## src/hdl/srgbxy_div_cell.sv

```systemverilog
// One restoring-division cell: produces one quotient bit for both x and y per stage.
module srgbxy_div_cell #(
	parameter int SW = 42,
	parameter int QW = 16
) (
	input  logic          clk,
	input  logic          arst_n,
	input  logic          valid_in,
	output logic          ready_in,
	input  logic [SW-1:0] rx_in,
	input  logic [SW-1:0] ry_in,
	input  logic [SW-1:0] den_in,
	input  logic [QW-1:0] qx_in,
	input  logic [QW-1:0] qy_in,
	input  logic          black_in,
	output logic          valid_q,
	input  logic          ready_out,
	output logic [SW-1:0] rx_q,
	output logic [SW-1:0] ry_q,
	output logic [SW-1:0] den_q,
	output logic [QW-1:0] qx_q,
	output logic [QW-1:0] qy_q,
	output logic          black_q
);
	logic [SW:0] tx;
	logic [SW:0] ty;
	logic [SW:0] dd;
	logic        gex;
	logic        gey;
	logic [SW:0] nx;
	logic [SW:0] ny;

	// The remainder stays below the divisor, so the result fits back into SW bits.
	always_comb begin
		tx  = {rx_in, 1'b0};
		ty  = {ry_in, 1'b0};
		dd  = {1'b0, den_in};
		gex = tx >= dd;
		gey = ty >= dd;
		nx  = gex ? tx - dd : tx;
		ny  = gey ? ty - dd : ty;
	end

	assign ready_in = !valid_q || ready_out;

	always_ff @(posedge clk or negedge arst_n) begin
		if (!arst_n) begin
			valid_q <= 1'b0;
		end else if (ready_in) begin
			valid_q <= valid_in;
		end
	end

	always_ff @(posedge clk) begin
		if (ready_in && valid_in) begin
			rx_q    <= nx[SW-1:0];
			ry_q    <= ny[SW-1:0];
			den_q   <= den_in;
			qx_q    <= {qx_in[QW-2:0], gex};
			qy_q    <= {qy_in[QW-2:0], gey};
			black_q <= black_in;
		end
	end
endmodule

```

## config.mk

```make
export PLATFORM = sky130hd
export DESIGN_NAME = srgbxy_div_cell
export DESIGN_NICKNAME = d
export VERILOG_FILES = /design/src/hdl/srgbxy_div_cell.sv
export SDC_FILE = /design/constraint.sdc
export NUM_CORES = 1
export LEC_CHECK = 0
export ABC_AREA = 0
export BUFFER_PORTS_ARGS = -buffer_cell sky130_fd_sc_hd__buf_4
export CORE_ASPECT_RATIO = 0.8
export CORE_UTILIZATION = 55
export CTS_CLUSTER_SIZE = 25
export DETAILED_ROUTE_END_ITERATION = 6
export MAX_ROUTING_LAYER = met4
export PLACE_DENSITY = 0.84
export SLEW_MARGIN = 5
export SYNTH_ARGS = -nofsm -noshare
export SYNTH_HDL_FRONTEND = slang
export SYNTH_SLANG_ARGS = --single-unit
```

## constraint.sdc

```tcl
create_clock -name clk -period 8.8 [get_ports clk]
set_clock_uncertainty 0.2 [all_clocks]
set_input_delay 1.76 -clock clk [delete_from_list [all_inputs] [get_ports clk]]
set_output_delay 1.76 -clock clk [all_outputs]
set_load 0.005 [all_outputs]
```

==> results by group <==
CTS
  • Post-CTS Setup Inserts: 0
  • Clock Tree Root: clkbuf_16
  • Cts hold-fix bufs: 0
  • # clock sinks: between 150 and 200
  • Max Root-Sink Buffers: 2
  • Clock latency at the later pin of the worst-skew pair: roughly 0.44 ns
  • H-tree depth: 4
  • PostCTS Resize Cnt: 0
  • CTS tree: yes
  • TritonCTS buffer count: 17
  • Clk pin slew, worst setup/hold paths: ~0.07 ns

Pwr
  • Register share of total power: between 30% and 40%
  • Clock share of power: a little under a third
  • Sw Ratio: between 30% and 40%
  • Maximum VDD drop: between 0.1 and 0.15 mV
  • LEAKAGE: just over 6 nW
  • Pwr Density: about 170 nW/um2
  • Combinational fraction of design power: between 30% and 40%
  • P_sw: roughly 760 uW
  • Int Pwr: approximately 1.7 mW

STA
  • RSZ-0062 raised after global routing: false
  • Tcrit/Tclk final: approximately 65%
  • Setup TNS: 0 ns
  • Final Hold Viols: 0
  • Endpoints failing setup: 0
  • Final Critical Period: between 5 and 6 ns
  • Worst-Margin Slew: between 1 and 1.5 ns
  • Worst slew margin: ~24%
  • Slew Limit Fails: 0
  • Max Freq: between 150 and 200 MHz

Logic synthesis
  • Cell count after synthesis: about 1000
  • Number of flops mapped to enable cells by yosys: roughly 160
  • Synth unique cells: 74
  • Synth Flop Type: edfxtp_1
  • Post-synthesis sequential area ratio: ~44%
  • Syn_nets: approximately 1300
  • Synth warnings: 0
  • Share of synthesized registers carrying an async set or reset: less than 1%
  • Post-Syn Area: 10900 um2
  • Flops & latches, synth: 160
  • Avg Cell Area, Syn: between 10 and 15 um2

Route
  • First DRT Iteration DRCs: 777
  • Vias/cell: just under 6
  • Drt pass-1 iters: 6
  • Final ANT Viol Nets: 0
  • Remaining DRCs: 0
  • DR vias: about 9500
  • Avg WL per Cell: between 20 and 25 um
  • WL final: 32200 um

Final layout
  • Area of the multi-input gates: between 5000 and 6000 um2
  • Area growth syn-to-layout: 29.1%
  • Most frequent cells in the layout: buf_4 (325), edfxtp_1 (159), a21oi_1 (115)
  • Share of layout cells above drive strength 1: roughly a third
  • Filler Cell Count: about 1400
  • Register Area: about 4800 um2
  • Final instance area: 14100 um2
  • Final net count: 1584
  • Commonest non-fill, non-tap cell in the layout: buf_4

Global route
  • Tot GR Track Use: 31.9%
  • First-pass GRT wire length: around 48000 um
  • Initial antenna violation count: 1
  • Vias in the first global route: between 8000 and 9000
  • GRT overflow: 0
  • Largest net degree at the start of global routing: between 90 and 100

Hold path
  • Hold WC Path Type: reg -> reg

Status
  • Status: complete, no violations

Critical path
  • Critical path required time: just under 9 ns
  • Arrival @ worst endpoint: 5.70 ns
  • Worst Setup Start Kind: primary input
  • Kind of critical path: in -> reg
  • Worst Setup End Kind: flip-flop
  • Critical Path Fanout Max: 43

Floorplan
  • Die ar.: between 20000 and 25000 um2
  • Row count: 45
  • IO Pins: 324
  • Die Y: around 130 um
  • Die width: between 150 and 200 um
  • Initial Utilization: between 50% and 60%
  • Core box area: about 19000 um2

Placement
  • Post-Place Cell Area: roughly 13000 um2
  • DP HPWL: ~26000 um
  • PortBufs: about 320
  • Routability Congestion: 0.963

Run
  • Max-Cap Viols: 0
## through the flow
| step | power, mW | util, % | cells | hold slack, ns | setup slack [ns] |
|---|---|---|---|---|---|
| floorplan | 1.43 | - | 1029 | 0.337 | 2.49 |
| detailed placement | 1.69 | 70.2 | 1574 | 0.374 | 2.78 |
| global route | 2.53 | 73.3 | 1607 | 0.430 | 2.95 |
| global placement | 1.68 | 70.2 | 1574 | 0.320 | 2.88 |
| finish | 2.43 | 73.3 | 1607 | 0.387 | 3.08 |
| CTS | 2.43 | 73.3 | 1606 | 0.393 | 3.17 |
## kinds of logic (layout without fill, tap and decap cells)
family | after synthesis | count (layout) | share of synthesized area (%)
adder cells (fa/ha/maj) | 86 | 86 | 10.0
flip-flops | 160 | 160 | 44.0
AO/OA/AOI/OAI | 306 | 306 | 18.1
multiplexers | 56 | 56 | 7.07
AND/OR/NAND/NOR | 251 | 251 | 11.1
buffers and inverters | 97 | 416 | 3.75
XOR/XNOR | 73 | 73 | 5.87
other | 0 | 1 | 0
## worst paths after layout
path,from,to,slack (ns),cells past startpoint
max in group asynchronous,arst_n,valid_q,7.44,1
worst max register to register,valid_q,den_q[35],5.86,3
min in group asynchronous,arst_n,valid_q,0.88,1
worst min register to register,valid_q,valid_q,0.39,2
worst max-delay path,den_in[2],ry_q[13],3.08,12
worst min-delay path,valid_q,valid_q,0.39,2
## layer usage
metal	global-route usage, %	vias up	share of wire, %
met2	50.3	427	47
li1	-	4481	-
met4	11.1	0	2.7
met1	41.5	4508	43
met5	-	-	0
met3	5.99	55	8.0
## area by class of cell
type | instances | area share (%)
Antenna cell | 1 | 0.0178
Clock buffer | 17 | 3.02
Clock inverter | 15 | 1.19
Inverter | 59 | 1.57
Multi-Input combinational cell | 772 | 40.4
Sequential cell | 160 | 34.1
Tap cell | 258 | 2.29
Timing Repair Buffer | 325 | 17.3
## critical path: stages
cell and delay [ns]:
buf_4 0.09, inv_1 0.06, ha_1 0.41, o21a_1 0.16, o31ai_1 0.14, a2111oi_1 0.68
o211ai_1 0.21, a211oi_1 0.36, o21ai_1 0.20, a21oi_4 0.67, buf_4 0.55, mux2_2 0.39
## registers in the layout, indices dropped and copies added, names as in the netlist
register  cells
den_q        42
rx_q         42
ry_q         42
qx_q         16
qy_q         16
black_q       1
valid_q       1
## power by group through the flow
stage | clock, mW | sequential, mW | combinational (mW)
after floorplan | 0 | 0.981 | 0.445
after global placement | 0 | 0.968 | 0.709
after detailed placement | 0 | 0.971 | 0.720
after CTS | 0.753 | 0.955 | 0.726
after global routing | 0.780 | 0.959 | 0.791
final | 0.742 | 0.954 | 0.733
## cells in the mapped netlist, types with 4 or more instances
master / count / area share [%]
o21ai_0: 47 / 2.2
nand2b_1: 7 / 0.40
a41oi_1: 4 / 0.32
and2_1: 10 / 0.57
o211ai_1: 9 / 0.62
a21oi_1: 115 / 5.3
a31oi_1: 11 / 0.63
mux2_4: 38 / 5.2
nor3_1: 10 / 0.46
nand2_1: 66 / 2.3
nand4_1: 24 / 1.4
o21bai_1: 14 / 0.96
mux2_2: 16 / 1.7
edfxtp_1: 159 / 44
clkbuf_1: 26 / 0.90
inv_1: 59 / 2.0
nand3_1: 17 / 0.78
xor2_1: 28 / 2.3
nor2_1: 74 / 2.5
and3_1: 5 / 0.29
o31ai_1: 6 / 0.41
buf_6: 4 / 0.41
ha_1: 84 / 9.6
nor4_1: 5 / 0.29
o21a_1: 15 / 1.0
a2111oi_0: 4 / 0.32
o21ai_1: 7 / 0.32
xnor2_1: 45 / 3.6
buf_2: 6 / 0.28
a21o_1: 31 / 2.1
a211oi_1: 9 / 0.62
nor2b_1: 11 / 0.63
No activity file was read; power rests on OpenSTA's default activity.
